===== src/hdl/aso_pkg.sv =====
// ----------------------------------------------------------------------------
// aso_pkg
// Shared types and constants of the segment overlap counter: transaction
// payloads, the classified command passed from front to back, grid geometry.
// ----------------------------------------------------------------------------
package aso_pkg;

    // geometry and widths
    localparam int COORD_W    = 10;
    localparam int GRID_SIDE  = 1024;
    localparam int CELL_COUNT = GRID_SIDE * GRID_SIDE;
    localparam int ADDR_W     = $clog2(CELL_COUNT);
    localparam int CELL_W     = 2;
    localparam int TOTAL_W    = 21;

    localparam logic [CELL_W-1:0]  CELL_MAX     = '1;
    localparam logic [CELL_W-1:0]  CELL_OVERLAP = CELL_W'(2);
    localparam logic [TOTAL_W-1:0] TOTAL_MAX    = '1;

    // command queue between front and back
    localparam int CMD_DEPTH = 2;
    localparam int PTR_W     = (CMD_DEPTH > 1) ? $clog2(CMD_DEPTH) : 1;
    localparam int CNT_W     = $clog2(CMD_DEPTH + 1);

    // input transaction: one segment
    typedef struct packed {
        logic [COORD_W-1:0] start_x;
        logic [COORD_W-1:0] start_y;
        logic [COORD_W-1:0] end_x;
        logic [COORD_W-1:0] end_y;
    } seg_t;

    // output transaction: running overlap total and diagonal flag
    typedef struct packed {
        logic [TOTAL_W-1:0] overlap_cells;
        logic               segment_ignored;
    } res_t;

    // classified segment: walk index from lo to hi along one axis
    typedef struct packed {
        logic               ignored;
        logic               horiz;
        logic [COORD_W-1:0] fixed;
        logic [COORD_W-1:0] lo;
        logic [COORD_W-1:0] hi;
    } cmd_t;

    // back end sequencer
    typedef enum logic [1:0] {
        BK_CLEAR,
        BK_IDLE,
        BK_WALK,
        BK_FINISH
    } back_state_t;

    // coordinate lies on the grid
    function automatic logic in_grid(input logic [COORD_W-1:0] v);
        return int'(v) < GRID_SIDE;
    endfunction

endpackage


===== src/hdl/aso_cmd_fifo.sv =====
// ----------------------------------------------------------------------------
// aso_cmd_fifo
// Short queue of classified commands between the front and the back end.
// ----------------------------------------------------------------------------
module aso_cmd_fifo (
    input  logic          clk,
    input  logic          rst_n,
    input  logic          push_valid,
    output logic          push_ready,
    input  aso_pkg::cmd_t push_cmd,
    output logic          pop_valid,
    input  logic          pop_ready,
    output aso_pkg::cmd_t pop_cmd
);

    aso_pkg::cmd_t                entries [aso_pkg::CMD_DEPTH];
    logic [aso_pkg::PTR_W-1:0]    wr_ptr_reg;
    logic [aso_pkg::PTR_W-1:0]    wr_ptr_next;
    logic [aso_pkg::PTR_W-1:0]    rd_ptr_reg;
    logic [aso_pkg::PTR_W-1:0]    rd_ptr_next;
    logic [aso_pkg::CNT_W-1:0]    count_reg;
    logic [aso_pkg::CNT_W-1:0]    count_next;
    logic                         do_push;
    logic                         do_pop;

    assign push_ready = (count_reg != aso_pkg::CNT_W'(aso_pkg::CMD_DEPTH));
    assign pop_valid  = (count_reg != '0);
    assign pop_cmd    = entries[rd_ptr_reg];
    assign do_push    = push_valid && push_ready;
    assign do_pop     = pop_valid && pop_ready;

    // pointer and occupancy update
    always_comb
    begin
        wr_ptr_next = wr_ptr_reg;
        rd_ptr_next = rd_ptr_reg;
        if (do_push)
            wr_ptr_next = (wr_ptr_reg == aso_pkg::PTR_W'(aso_pkg::CMD_DEPTH - 1))
                          ? '0 : wr_ptr_reg + 1'b1;
        if (do_pop)
            rd_ptr_next = (rd_ptr_reg == aso_pkg::PTR_W'(aso_pkg::CMD_DEPTH - 1))
                          ? '0 : rd_ptr_reg + 1'b1;
        count_next = count_reg + aso_pkg::CNT_W'(do_push) - aso_pkg::CNT_W'(do_pop);
    end

    // control registers
    always_ff @(posedge clk or negedge rst_n)
    begin
        if (!rst_n)
        begin
            wr_ptr_reg <= '0;
            rd_ptr_reg <= '0;
            count_reg  <= '0;
        end
        else
        begin
            wr_ptr_reg <= wr_ptr_next;
            rd_ptr_reg <= rd_ptr_next;
            count_reg  <= count_next;
        end
    end

    // storage
    always_ff @(posedge clk)
    begin
        if (do_push)
            entries[wr_ptr_reg] <= push_cmd;
    end

endmodule


===== config.mk =====
export PLATFORM = sky130hd
export DESIGN_NAME = aso_cmd_fifo
export DESIGN_NICKNAME = d
export VERILOG_FILES = /design/src/hdl/aso_pkg.sv /design/src/hdl/aso_cmd_fifo.sv
export SDC_FILE = /design/constraint.sdc
export NUM_CORES = 1
export LEC_CHECK = 0
export BUFFER_PORTS_ARGS = -buffer_cell sky130_fd_sc_hd__buf_2
export CAP_MARGIN = 30
export CORE_MARGIN = 8
export CORE_UTILIZATION = 40
export DETAILED_ROUTE_END_ITERATION = 8
export GPL_ROUTABILITY_DRIVEN = 0
export PLACE_DENSITY = 0.74
export SYNTH_ARGS = -nofsm -noshare
export SYNTH_HDL_FRONTEND = slang
export SYNTH_SLANG_ARGS = --single-unit

===== constraint.sdc =====
create_clock -name clk -period 2.8 [get_ports clk]
set_clock_uncertainty 0.2 [all_clocks]
set_input_delay 0.56 -clock clk [delete_from_list [all_inputs] [get_ports clk]]
set_output_delay 0.56 -clock clk [all_outputs]
set_load 0.005 [all_outputs]

==> flow_metrics.tcl <==
set metrics [dict create \
    status "finished clean" \
    drt_pass1_iterations 4 \
    clock_path_buffers 2 \
    cts_htree_levels 3 \
    numClockSinks 68 \
    grt_pass1_wl_um 7290 \
    num_io_pins 70 \
    fp.dieH_um 95.7 \
    routed_via_density 4.79 \
    die_w_um 95.7 \
    fmax_mhz 401 \
    fin_nets 241 \
    grt_max_degree 20 \
    start_kind "flip-flop" \
    clk_latency_ns 0.33 \
    fin_tns_setup_ns 0 \
    routed_wl_um 4610 \
    initial_utilization_pct 40.7 \
    crit_path_end_kind "primary output" \
    slew_violations 0 \
    drv_cap 0 \
    final_cells 286 \
    ir_worst_vdd_mv 0.550 \
    first_global_vias 1488 \
    timing.hold.ws_ns 0.215 \
    cts_resized 0 \
    vias 1370 \
    place_hpwl_um 3350 \
    cts-root-buf "clkbuf_8" \
    tightestPinTransition_ns 0.459 \
    layout-drive-gt1-share_pct 58.9 \
    setup_viol_count_final 0 \
    rsz0062_at_grt "false" \
    drtIter0Drc 66 \
    core-area_um2 6240 \
    fill_cells 547 \
    die-area_um2 9160 \
    yosys_warnings 0 \
    synth_cells 122 \
    cp.arrival_ns 1.73 \
    seq_area_um2 2020 \
    cp.required_ns 2.04 \
    multi_input_area_um2 487 \
    synth_nets 159 \
    cp_max_fo 11 \
    syn_area_um2 2540 \
    antenna_found_initial 0 \
    finalHoldViolations 0 \
    cts_tree "built" \
    min_period_ns 2.49 \
    path_clk_slew_ns 0.07 \
    powerDensity_nw_per_um2 985 \
    diodes 0 \
    largest_reg_flops 64 \
    area_delta_synth_final_pct 25.7 \
    grt_util_all_layers_pct 11.0 \
    slew_headroom_pct 69.4 \
    ys_types 18 \
    hp-class "in -> reg" \
    crit_type "reg -> out" \
    drcViolationCount 0 \
    wl_per_cell_um 16.1 \
    port_buffers 69 \
    fin_crit_sh_pct 89.1 \
    overflow 0 \
    ys_seq_area_share_pct 79.6 \
    cts_buffers 9 \
    rows 29 \
    synth.avg_cell_area_um2 20.8 \
    dp.cells 269 \
    antenna_left 0 \
    ys_ff_latch 68 \
    p_leak_nw 1.22 \
]
through the flow:
stage          utilization [%]  cell area (um^2)  total power, W  setup WS [ns]
2_1_floorplan                -              2540         0.00205          0.164
3_3_place_gp              47.9              2990         0.00240          0.648
3_5_place_dp              47.9              2990         0.00242          0.639
4_1_cts                   51.1              3190         0.00320          0.264
5_1_grt                   51.1              3190         0.00334          0.180
6_report                  51.1              3190         0.00315          0.306
placed cells by master, fill, tap and decap left out, types with 2 or more instances in the layout:
master / synthesis / final
buf_2: 1 / 69
edfxtp_1: 64 / 64
mux2_2: 32 / 32
clkbuf_8: 0 / 10
buf_4: 0 / 5
dfrtp_1: 4 / 4
xnor2_1: 3 / 3
clkinv_2: 0 / 3
nor2_1: 3 / 2
nand2_1: 2 / 2
path summary, 6_finish.rpt:
check | from | endpoint | slack (ns) | depth (start not counted)
min in group asynchronous | rst_n | count_reg[0]$_DFF_PN0_ | 0.36 | 2
worst min-delay path | push_cmd[12] | entries[0][12]$_DFFE_PP_ | 0.21 | 1
worst max register to register | count_reg[0]$_DFF_PN0_ | entries[0][19]$_DFFE_PP_ | 0.82 | 4
max in group asynchronous | rst_n | rd_ptr_reg$_DFFE_PN0P_ | 1.91 | 2
worst max-delay path | rd_ptr_reg$_DFFE_PN0P_ | pop_cmd[13] | 0.31 | 3
worst min register to register | wr_ptr_reg$_DFFE_PN0P_ | wr_ptr_reg$_DFFE_PN0P_ | 0.35 | 1
metal layers:
layer / wire length, um / track usage (%)
met3: 384 / 6.22
met1: 1830 / 12.6
met4: 58 / 3.84
met5: 0 / 0
met2: 2330 / 16.8
layout make-up:
cell class	count	area share, %
sequential	68	63.3
clock inverter	5	1.65
clock buffer	11	4.43
timing repair buffer	75	12.3
tap	77	3.02
multi-input combinational	50	15.2
power by group:
group	internal (W)	switching (W)	leakage, nW
combinational	0.000464	0.000413	0.476
clock	0.000431	0.000344	0.0991
sequential	0.00139	0.000101	0.643
total	0.00229	0.000858	1.22
synthesized netlist by cell type:
cell / n / area (um^2)
buf_2: 1 / 5.00
and3_1: 1 / 6.26
nand2b_1: 1 / 6.26
a32oi_1: 1 / 8.76
a21bo_1: 1 / 10.0
nand2_1: 2 / 7.51
buf_6: 3 / 33.8
o21ai_0: 1 / 5.00
xnor2_1: 3 / 26.3
or2_2: 1 / 6.26
nand3_1: 1 / 5.00
nor2_1: 3 / 11.3
nor2b_1: 1 / 6.26
dfrtp_1: 4 / 100
edfxtp_1: 64 / 1920
ha_1: 1 / 12.5
a211oi_1: 1 / 7.51
mux2_2: 32 / 360
repair_timing:
item                                    in CTS  in global routing
hold endpoints to repair                     4                  0
hold buffers                                 1                  0
endpoints found under the setup margin       0                  0
setup buffers                                0                  0
logic make-up (layout without fill, tap and decap cells):
logic type,Yosys count,count (layout),share of synthesized area (%)
and+or+nand+nor,10,10,1.92
adders and majority gates,1,1,0.493
muxes,32,32,14.2
DFF,68,68,79.6
buffers and inverters,4,91,1.53
AOI/OAI and AO/OA,4,4,1.23
xor gates and xnor gates,3,3,1.03
worst max-delay path: stages, from the launching register on:
cell and delay [ns]:
dfrtp_1 0.62, buf_4 0.29, mux2_2 0.37, buf_2 0.14
Note: power is estimated with default switching activity, not from simulation.
