===== config.mk =====
export PLATFORM = sky130hd
export DESIGN_NAME = aso_front
export DESIGN_NICKNAME = d
export VERILOG_FILES = /design/src/hdl/aso_pkg.sv /design/src/hdl/aso_front.sv
export SDC_FILE = /design/constraint.sdc
export NUM_CORES = 1
export LEC_CHECK = 0
export BUFFER_PORTS_ARGS = -buffer_cell sky130_fd_sc_hd__clkbuf_2
export CORE_ASPECT_RATIO = 0.9
export CORE_MARGIN = 4
export CORE_UTILIZATION = 40
export CTS_CLUSTER_SIZE = 10
export DETAILED_ROUTE_END_ITERATION = 6
export PLACE_DENSITY_LB_ADDON = 0.12
export REMOVE_ABC_BUFFERS = 1
export SLEW_MARGIN = 20
export SYNTH_ARGS = -nofsm -noshare
export SYNTH_HDL_FRONTEND = slang
export SYNTH_SLANG_ARGS = --single-unit

===== constraint.sdc =====
create_clock -name clk -period 2.4 [get_ports clk]
set_clock_uncertainty 0.1 [all_clocks]
set_input_delay 0.12 -clock clk [delete_from_list [all_inputs] [get_ports clk]]
set_output_delay 0.12 -clock clk [all_outputs]
set_load 0.02 [all_outputs]

===== src/hdl/aso_pkg.sv =====
// ----------------------------------------------------------------------------
// aso_pkg
// Shared types and constants of the segment overlap counter: transaction
// payloads, the classified command passed from front to back, grid geometry.
// ----------------------------------------------------------------------------
package aso_pkg;

    // geometry and widths
    localparam int COORD_W    = 10;
    localparam int GRID_SIDE  = 1024;
    localparam int CELL_COUNT = GRID_SIDE * GRID_SIDE;
    localparam int ADDR_W     = $clog2(CELL_COUNT);
    localparam int CELL_W     = 2;
    localparam int TOTAL_W    = 21;

    localparam logic [CELL_W-1:0]  CELL_MAX     = '1;
    localparam logic [CELL_W-1:0]  CELL_OVERLAP = CELL_W'(2);
    localparam logic [TOTAL_W-1:0] TOTAL_MAX    = '1;

    // command queue between front and back
    localparam int CMD_DEPTH = 2;
    localparam int PTR_W     = (CMD_DEPTH > 1) ? $clog2(CMD_DEPTH) : 1;
    localparam int CNT_W     = $clog2(CMD_DEPTH + 1);

    // input transaction: one segment
    typedef struct packed {
        logic [COORD_W-1:0] start_x;
        logic [COORD_W-1:0] start_y;
        logic [COORD_W-1:0] end_x;
        logic [COORD_W-1:0] end_y;
    } seg_t;

    // output transaction: running overlap total and diagonal flag
    typedef struct packed {
        logic [TOTAL_W-1:0] overlap_cells;
        logic               segment_ignored;
    } res_t;

    // classified segment: walk index from lo to hi along one axis
    typedef struct packed {
        logic               ignored;
        logic               horiz;
        logic [COORD_W-1:0] fixed;
        logic [COORD_W-1:0] lo;
        logic [COORD_W-1:0] hi;
    } cmd_t;

    // back end sequencer
    typedef enum logic [1:0] {
        BK_CLEAR,
        BK_IDLE,
        BK_WALK,
        BK_FINISH
    } back_state_t;

    // coordinate lies on the grid
    function automatic logic in_grid(input logic [COORD_W-1:0] v);
        return int'(v) < GRID_SIDE;
    endfunction

endpackage


===== src/hdl/aso_front.sv =====
// ----------------------------------------------------------------------------
// aso_front
// Accepts segment transactions and classifies them as vertical, horizontal
// or diagonal; holds one classified command until the queue takes it.
// ----------------------------------------------------------------------------
module aso_front (
    input  logic          clk,
    input  logic          rst_n,
    input  logic          seg_valid,
    output logic          seg_ready,
    input  aso_pkg::seg_t seg,
    input  logic          clear_done,
    output logic          push_valid,
    input  logic          push_ready,
    output aso_pkg::cmd_t push_cmd
);

    logic          held_reg;
    logic          held_next;
    aso_pkg::cmd_t cmd_reg;
    aso_pkg::cmd_t cmd_next;
    logic          accept;
    logic          vert;
    logic          horiz;
    logic [aso_pkg::COORD_W-1:0] end_a;
    logic [aso_pkg::COORD_W-1:0] end_b;

    // take a new segment when the holding register is free or draining
    assign seg_ready  = clear_done && (!held_reg || push_ready);
    assign accept     = seg_valid && seg_ready;
    assign push_valid = held_reg;
    assign push_cmd   = cmd_reg;

    // classification: vertical wins for a single point
    always_comb
    begin
        vert  = (seg.start_x == seg.end_x);
        horiz = !vert && (seg.start_y == seg.end_y);
        end_a = vert ? seg.start_y : seg.start_x;
        end_b = vert ? seg.end_y   : seg.end_x;
        cmd_next.ignored = !vert && !horiz;
        cmd_next.horiz   = horiz;
        cmd_next.fixed   = vert ? seg.start_x : seg.start_y;
        cmd_next.lo      = (end_a < end_b) ? end_a : end_b;
        cmd_next.hi      = (end_a < end_b) ? end_b : end_a;
        if (accept)
            held_next = 1'b1;
        else if (push_ready)
            held_next = 1'b0;
        else
            held_next = held_reg;
    end

    // holding register control
    always_ff @(posedge clk or negedge rst_n)
    begin
        if (!rst_n)
            held_reg <= 1'b0;
        else
            held_reg <= held_next;
    end

    // holding register payload
    always_ff @(posedge clk)
    begin
        if (accept)
            cmd_reg <= cmd_next;
    end

endmodule


==> reports/metrics.csv, run 1 <==
stage;metric;value;unit
outcome;status;complete, but fails checks;
outcome;violations;setup timing;
route;ant_nets;0;
sta;rsz0062_at_grt;yes;
final_layout;final_cell_mix;clkbuf_2 (73), buf_4 (46), edfxtp_1 (32);
global_route;grt_start_max_net_pins;33;
final_layout;num-fill-cells;401;
yosys;ys_warn_count;0;
power;power_switching_share;28.0;%
sta;worst_hold_slack;0.00170;ns
setup_path;cp_data_required_time;2.42;ns
setup_path;critPathCaptureType;flop;
sta;finalHoldViolations;0;
setup_path;path_class;in -> reg;
route;drtIter0Drc;41;
placed_design;numPortBuffers;78;
setup_path;critPathLaunchType;primary input;
floorplan;rows;24;
clock_tree;cts_tree;yes;
sta;min_period;2.89;ns
floorplan;die_h;76.8;um
final_layout;antenna_cells;0;
power;p_per_area;455;nW/um^2
global_route;grt_first_pass_wirelength;8700;um
global_route;antenna_found_initial;0;
floorplan;dieArea;6480;um^2
min_path;min_path_type;in -> reg;
final_layout;syn_to_final_growth;60.3;%
floorplan;start_util;42.4;%
job;cap_violations;0;
sta;setup_ws;-0.494;ns
sta;setup_violations;20;
route;route.detailed.wl_per_inst;14.7;um
yosys;synth_area;2100;um^2
route;first_pass_iters;4;
floorplan;fp.dieW;84.4;um
power;p_sw;0.000429;W
placed_design;gp_congestion;0.737;
final_layout;drive_above_1_share;59.7;%
placed_design;dpl_worst_slack;-0.869;ns
clock_tree;ctsHtreeMaxLevel;2;
yosys;synth_top_area_share;45.7;%
placed_design;dp_hpwl;3860;um
clock_tree;cts_max_path_buffers;2;
setup_path;worstPathArrival;2.92;ns
power;p_clk_share;26.4;%
yosys;syn_area_per_cell;12.9;um^2
global_route;overflow;0;
yosys;yosys.cell_types.count;30;
global_route;track_usage;16.6;%
min_path;hold_depth;3;
route;drc;0;
power;power_frac_seq;44.5;%
yosys;yosys-top-cells-area;edfxtp_1 (46%), mux2i_1 (18%), mux2_2 (6.4%);
setup_path;reg2regPathDepth;5;
clock_tree;numCtsBuffers;5;
power;p_leak;1.48;nW
final_layout;fin_nets;353;
yosys;synthCells;163;
yosys;ys_seq_area_share;46.9;%
power;internal-power;0.00111;W
clock_tree;clk_latency;0.28;ns
final_layout;mostFrequentLayoutCell;clkbuf_2;
global_route;first_global_vias;1868;
clock_tree;clock-sinks;33;
sta;fmax;0.346;GHz
yosys;yosys.area.top_type;edfxtp_1;
power;p_comb_share;29.1;%
floorplan;coreArea;4950;um^2
route;drt_wl_total;5380;um
floorplan;io_pins;79;
clock_tree;cts_root_buffer;clkbuf_8;
sta;worst_pin_slew;0.417;ns
clock_tree;clk_pin_slew;0.07;ns
power;vdd_drop_max;0.382;mV
setup_path;crit_path_max_fanout;8;
route;via_count;1779;
sta;max_slew_margin;72.2;%
yosys;synth_seq_cells;33;
route;via_per_inst;4.87;
sta;min_period_over_period;121;%
sta;finalMaxSlewViolations;0;
-- registers in the layout, indices dropped and copies added, names as in the netlist --
| signal | count |
|---|---|
| push_valid | 1 |
| push_cmd | 32 |
-- power by group through the flow --
stage	Combinational, W	Clock, W	Sequential, W
after global placement	0.000353	0	0.000696
after floorplan	0.000157	0	0.000735
after global routing	0.000480	0.000437	0.000686
after CTS	0.000422	0.000410	0.000683
final	0.000447	0.000405	0.000683
after detailed placement	0.000355	0	0.000696
-- cell usage after synthesis --
master    count
nor2_1        2
and2_1        1
nor2b_1       2
o21a_1        1
xor2_1        8
a22o_1        1
buf_8         1
buf_4         1
xnor2_1      12
edfxtp_1     32
nor3_4        1
o221a_2       1
o31ai_1       1
nand4_1       5
nor4_1        2
buf_6         3
a32oi_1       1
a21oi_1       4
ha_1          9
o21ai_0       1
inv_1        10
a21boi_0      1
nand2_1       7
mux2i_1      37
dfrtp_1       1
a22oi_1       1
nand2b_1      3
nor4b_1       1
nand3_1       1
mux2_2       12
-- cells by family (layout without fill, tap and decap cells) --
group	after synthesis	after routing	synth area share [%]
compound gates	12	12	3.99
simple gates	25	25	6.91
fa+ha+maj	9	9	5.36
mux	49	49	24.0
buf+inv	15	152	4.46
xor+xnor	20	20	8.33
flops	33	33	46.9
-- routing by layer --
layer	routed length, um	GRT usage, %
met1	2510	22.1
met4	70	4.75
met3	375	5.57
met5	0	0
met2	2420	25.9
-- critical path, cell delays in order --
cell	delay [ns]
buf_8	0.10
xnor2_2	0.15
nand4_1	0.21
nor3_4	0.32
buf_8	0.21
mux2i_2	0.27
inv_2	0.08
ha_4	0.27
nand4_1	0.18
nor4b_4	0.35
o31ai_2	0.14
nand3_4	0.13
buf_8	0.15
mux2i_2	0.23
-- final timing paths --
check                           start      endpoint  slack [ns]
setup / recovery              seg[17]   push_cmd[6]       -0.49
hold / removal             push_ready    push_valid       0.002
setup reg to reg           push_valid  push_cmd[25]        0.85
hold reg to reg            push_valid    push_valid        0.40
max in group asynchronous       rst_n    push_valid        2.08
min in group asynchronous       rst_n    push_valid        0.03
-- layout make-up --
cell class                      count  area, um^2  share of cell area (%)
Multi-Input combinational cell    115        1280                    38.1
Sequential cell                    33         986                    29.3
Timing Repair Buffer              134         902                    26.8
Tap cell                           65        81.3                    2.41
Clock buffer                        8        80.1                    2.38
Inverter                           10        37.5                    1.11
-- timing repair --
action / in CTS / in global routing
setup buffers: 12 / 2
setup endpoints to repair: 20 / 20
resized for setup: 40 / 25
hold endpoints to repair: 2 / 0
pin swaps: 14 / 11
hold buffers: 2 / 0
cloned: 2 / 0
-- metrics by stage --
stage / utilization (%) / cell area (um^2) / total power, W / instances / setup TNS, ns
4_1_cts: 65.6 / 3250 / 0.00152 / 364 / -7.81
3_3_place_gp: 57.0 / 2820 / 0.00105 / 340 / -14.68
2_1_floorplan: - / 2050 / 0.000892 / 158 / -31.35
6_report: 68.0 / 3370 / 0.00153 / 365 / -8.88
5_1_grt: 68.0 / 3370 / 0.00160 / 365 / -11.65
3_5_place_dp: 57.0 / 2820 / 0.00105 / 340 / -16.31
No activity file was read; power rests on OpenSTA's default activity.
==> run 2, diff against run 1 <==
--- a/config.mk
+++ b/config.mk
@@ -13,6 +13,7 @@
 export DETAILED_ROUTE_END_ITERATION = 6
 export PLACE_DENSITY_LB_ADDON = 0.12
 export REMOVE_ABC_BUFFERS = 1
+export SKIP_CTS_REPAIR_TIMING = 1
 export SLEW_MARGIN = 20
 export SYNTH_ARGS = -nofsm -noshare
 export SYNTH_HDL_FRONTEND = slang
==> run 2 against run 1 <==
Against the previous run:
- register-to-register slack got worse by 0.02 ns
- highest routed layer unchanged
- critical path depth is the same
- sequential share of layout area fell by 0.63 points
- the flow finishes with violations (hold timing, setup timing)
- sequential cell count is the same
- largest cell class unchanged
==> reports/metrics.csv, run 2 (synthesis results as in run 1) <==
stage;metric;value;unit
floorplan;dieArea;6480;um^2
clock_tree;clock-sinks;33;
global_route;grt_start_max_net_pins;33;
final_layout;antenna_cells;0;
floorplan;fp.dieW;84.4;um
sta;max_slew_margin;71.4;%
global_route;first_global_vias;1709;
power;finalPower;0.00155;W
global_route;antenna_found_initial;0;
clock_tree;cts_root_buffer;clkbuf_8;
placed_design;dp_hpwl;3860;um
min_path;min_from;push_ready;
route;drt_wl_total;5630;um
clock_tree;numCtsBuffers;5;
setup_path;critPathLaunchType;primary input;
setup_path;path_buf_inv;4;
final_layout;fin_util;69.5;%
clock_tree;clk_latency;0.28;ns
sta;worst_pin_slew;0.430;ns
final_layout;syn_to_final_growth;63.8;%
setup_path;worstPathArrival;2.92;ns
floorplan;start_util;42.4;%
min_path;whs_endpoint;push_valid;
clock_tree;cts_tree;yes;
clock_tree;clk_pin_slew;0.07;ns
final_layout;mostFrequentLayoutCell;clkbuf_2;
final_layout;fin_area;3440;um^2
route;drtIter0Drc;44;
setup_path;r2r_slack;0.83;ns
sta;min_period_over_period;121;%
final_layout;seqCellArea;986;um^2
floorplan;coreArea;4950;um^2
clock_tree;cts_max_path_buffers;2;
setup_path;cp_data_required_time;2.42;ns
min_path;min_path_type;in -> reg;
floorplan;rows;24;
clock_tree;ctsHtreeMaxLevel;2;
global_route;overflow;0;
outcome;status;complete, but fails checks;
sta;fmax;0.345;GHz
global_route;grt_first_pass_wirelength;7840;um
setup_path;critPathSlowestCell;nor4b_4;
setup_path;critPathCaptureType;flop;
placed_design;dpl_worst_slack;-0.869;ns
setup_path;reg2regPathDepth;5;
final_layout;num-fill-cells;399;
sta;min_period;2.90;ns
setup_path;worst_path_most_repeated_cell;nand4_1;
placed_design;dp.cells;340;
setup_path;r2r-end;push_cmd[15];
route;first_pass_iters;4;
sta;worst_hold_slack;-0.0000450;ns
setup_path;crit_family;simple AND/OR/NAND/NOR gates;
setup_path;cp_cell_sequence;clkbuf_2 -> xnor2_2 -> nand4_1 -> nor3_4 -> buf_6 -> mux2i_4 -> inv_2 -> ha_4 -> nand4_1 -> nor4b_4 -> o31ai_2 -> nand3_4 -> buf_8 -> mux2i_2;
global_route;track_usage;14.9;%
route;route.detailed.wl_per_inst;15.7;um
route;ant_nets;0;
power;p_per_area;450;nW/um^2
final_layout;largest_register_ffs;32;
final_layout;drive_above_1_share;62.5;%
final_layout;fin_nets;346;
sta;finalHoldViolations;1;
placed_design;place_area;2820;um^2
final_layout;layoutNonFillerInstCount;358;
route;via_count;1766;
route;via_per_inst;4.93;
placed_design;gp_congestion;0.737;
sta;setup_violations;20;
floorplan;die_h;76.8;um
final_layout;final_cell_mix;clkbuf_2 (67), buf_4 (39), edfxtp_1 (32);
floorplan;io_pins;79;
sta;setup_ws;-0.499;ns
job;cap_violations;0;
min_path;hold_depth;3;
sta;finalMaxSlewViolations;0;
power;p_leak;1.46;nW
route;drc;0;
setup_path;slowest_delay;0.36;ns
final_layout;multi_input_area;1380;um^2
placed_design;numPortBuffers;78;
setup_path;path_class;in -> reg;
sta;rsz0062_at_grt;yes;
setup_path;r2r-start;push_valid;
setup_path;crit_path_max_fanout;8;
outcome;violations;hold timing, setup timing;
power;vdd_drop_max;0.374;mV
[run 2: cell count changes in the layout (fill, tap and decap cells not counted), sizes merged]
cell / change
clkbuf: -8
buf: +1
[run 2: report_power, final]
group | internal, W | switching, W | total, W
Clock | 0.000206 | 0.000199 | 0.000405
Sequential | 0.000675 | 0.00000770 | 0.000683
Combinational | 0.000228 | 0.000232 | 0.000460
Total | 0.00111 | 0.000438 | 0.00155
[run 2: metal layers]
| metal | part of all wire, % | up-vias | global-route usage [%] |
|---|---|---|---|
| li1 | - | 866 | - |
| met1 | 43 | 836 | 20.3 |
| met4 | 0.78 | 0 | 4.27 |
| met5 | 0 | - | 0 |
| met2 | 49 | 60 | 22.9 |
| met3 | 6.8 | 4 | 4.72 |
[run 2: worst reg2reg max path, cell delays in order (launching register included)]
cell	delay, ns
dfrtp_1	0.38
nand2b_1	0.09
and2_1	0.15
nand2_1	0.07
inv_1	0.05
buf_4	0.38
[run 2: how the worst max path moves through the flow]
stage,startpoint,end,slack [ns],cells past startpoint
after detailed placement,seg[17],push_cmd[14],-0.87,14
after floorplan,seg[10],push_cmd[11],-1.63,11
after global routing,seg[12],push_cmd[6],-0.67,14
final,seg[12],push_cmd[6],-0.50,14
after CTS,seg[17],push_cmd[12],-0.59,14
after global placement,seg[31],push_cmd[13],-0.78,14
[run 2: per-stage QoR]
step	hold slack (ns)	setup TNS, ns
floorplan	-0.276	-31.35
global placement	-0.204	-14.68
detailed placement	-0.204	-16.31
CTS	-0.502	-10.95
global route	0.0235	-12.31
finish	-0.0000450	-9.22
[run 2: final cells by class]
class                      count  area share (%)
multi-input combinational    115            40.0
clock buffer                   8            2.33
timing repair buffer         127            25.6
inverter                      10            1.09
tap                           65            2.36
sequential                    33            28.6
==> run 3, diff against run 2 <==
--- a/config.mk
+++ b/config.mk
@@ -8,13 +8,14 @@
 export BUFFER_PORTS_ARGS = -buffer_cell sky130_fd_sc_hd__clkbuf_2
 export CORE_ASPECT_RATIO = 0.9
 export CORE_MARGIN = 4
-export CORE_UTILIZATION = 40
+export CORE_UTILIZATION = 30
+export CTS_CLUSTER_DIAMETER = 60
 export CTS_CLUSTER_SIZE = 10
 export DETAILED_ROUTE_END_ITERATION = 6
 export PLACE_DENSITY_LB_ADDON = 0.12
 export REMOVE_ABC_BUFFERS = 1
 export SKIP_CTS_REPAIR_TIMING = 1
-export SLEW_MARGIN = 20
+export SLEW_MARGIN = 10
 export SYNTH_ARGS = -nofsm -noshare
 export SYNTH_HDL_FRONTEND = slang
 export SYNTH_SLANG_ARGS = --single-unit
==> run 3 against run 2 <==
Against the previous run:
- the flow finishes with violations (setup timing)
- highest routed layer unchanged
- first-iteration DRC count fell by 16%
- utilization down 15 points
- hold slack better by 0.0023 ns
- clock-buffer cell count stayed put
- fmax grew 1.4%
- critical path depth up 1
==> reports/metrics.csv, run 3 (synthesis results as in run 1) <==
stage;metric;value;unit
outcome;status;complete, but fails checks;
outcome;violations;setup timing;
route;via_per_inst;4.61;
final_layout;fin_util;54.1;%
clock_tree;ctsHtreeMaxLevel;2;
route;drtIter0Drc;37;
setup_path;crit_path_max_fanout;8;
clock_tree;cts_root_buffer;clkbuf_8;
power;finalPower;0.00159;W
setup_path;path_class;in -> reg;
final_layout;fin_nets;350;
global_route;top_usage_layer;met2;
job;cap_violations;0;
clock_tree;clk_latency;0.28;ns
global_route;antenna_found_initial;0;
floorplan;die_h;87.4;um
placed_design;dpl_worst_slack;-1.03;ns
route;ant_nets;0;
final_layout;final_cell_mix;clkbuf_2 (70), buf_4 (43), edfxtp_1 (32);
min_path;min_path_type;in -> reg;
setup_path;critPathLaunchType;primary input;
global_route;overflow;0;
final_layout;drive_above_1_share;66.3;%
final_layout;fin_area;3620;um^2
setup_path;critPathCaptureType;flop;
floorplan;rows;28;
sta;fmax;0.350;GHz
sta;worst_pin_slew;0.343;ns
final_layout;mostFrequentLayoutCell;clkbuf_2;
floorplan;fp.dieW;96.2;um
sta;max_slew_margin;76.7;%
power;vdd_drop_max;0.269;mV
clock_tree;cts_tree;yes;
route;drc;0;
final_layout;antenna_cells;0;
route;route.detailed.wl_per_inst;15.2;um
final_layout;largest_register_ffs;32;
sta;min_period_over_period;119;%
sta;min_period;2.86;ns
sta;finalMaxSlewViolations;0;
global_route;met3_usage;3.80;%
setup_path;worstPathArrival;2.88;ns
floorplan;io_pins;79;
sta;finalHoldViolations;0;
route;via_count;1785;
global_route;track_usage;13.1;%
clock_tree;clk_pin_slew;0.06;ns
floorplan;coreArea;6690;um^2
placed_design;dp.cells;363;
route;first_pass_iters;4;
global_route;grt_util_met2;20.0;%
global_route;first_global_vias;1703;
floorplan;dieArea;8410;um^2
global_route;gr-usage-met1;18.2;%
sta;rsz0062_at_grt;yes;
power;p_leak;1.50;nW
power;p_per_area;438;nW/um^2
final_layout;syn_to_final_growth;72.1;%
route;drt_wl_total;5870;um
placed_design;numPortBuffers;78;
placed_design;place_area;2840;um^2
placed_design;gp_congestion;0.716;
sta;setup_ws;-0.458;ns
sta;setup_violations;20;
global_route;grt_start_max_net_pins;28;
clock_tree;cts_max_path_buffers;2;
clock_tree;numCtsBuffers;5;
final_layout;layoutNonFillerInstCount;387;
clock_tree;clock-sinks;33;
global_route;grt_first_pass_wirelength;8210;um
placed_design;dp_hpwl;4230;um
setup_path;cp_data_required_time;2.42;ns
floorplan;start_util;31.4;%
run 3: area by class of cell:
| cell class | count | area [um^2] |
|---|---|---|
| fillers | 593 | 3070 |
| multi-input cells | 115 | 1460 |
| flip-flops and latches | 33 | 986 |
| repair buffers | 131 | 931 |
| well taps | 90 | 113 |
| clock buffers | 8 | 90.1 |
| inverters | 10 | 37.5 |
run 3: path summary, 6_finish.rpt:
path / depth (start not counted) / from / endpoint / slack (ns)
max: 15 / seg[36] / push_cmd[9] / -0.46
min: 3 / push_ready / push_valid / 0.002
max reg2reg: 5 / push_valid / push_cmd[20] / 0.85
min reg2reg: 2 / push_valid / push_valid / 0.40
max in group asynchronous: 2 / rst_n / push_valid / 2.07
min in group asynchronous: 2 / rst_n / push_valid / 0.05
run 3: per-stage QoR:
stage | TNS (ns) | hold slack, ns
after floorplan | -31.35 | -0.276
final | -8.38 | 0.00222
after CTS | -13.55 | -0.506
after detailed placement | -19.38 | -0.203
after global routing | -12.12 | 0.0323
after global placement | -18.06 | -0.204
run 3: worst max-delay path, stage by stage:
cell and delay (ns):
buf_8 0.10, xnor2_4 0.16, nand4_1 0.23, nor3_4 0.22, buf_12 0.15, buf_8 0.13, mux2i_4 0.26, inv_2 0.07
ha_4 0.27, nand4_1 0.16, nor4b_4 0.39, a22oi_2 0.12, nand3_4 0.12, buf_8 0.15, mux2i_2 0.22
run 3: routing by layer:
layer  share of wire (%)  vias up
met4                0.95        0
met3                 6.2        8
met1                  47      845
met2                  46       50
li1                    -      882
met5                   0        -
run 3: power by group:
group	leakage (nW)	switching (W)	internal (W)	total, W
clock	0.0455	0.000198	0.000234	0.000432
sequential	0.309	0.00000892	0.000675	0.000684
combinational	1.15	0.000237	0.000232	0.000469
total	1.50	0.000444	0.00114	0.00159
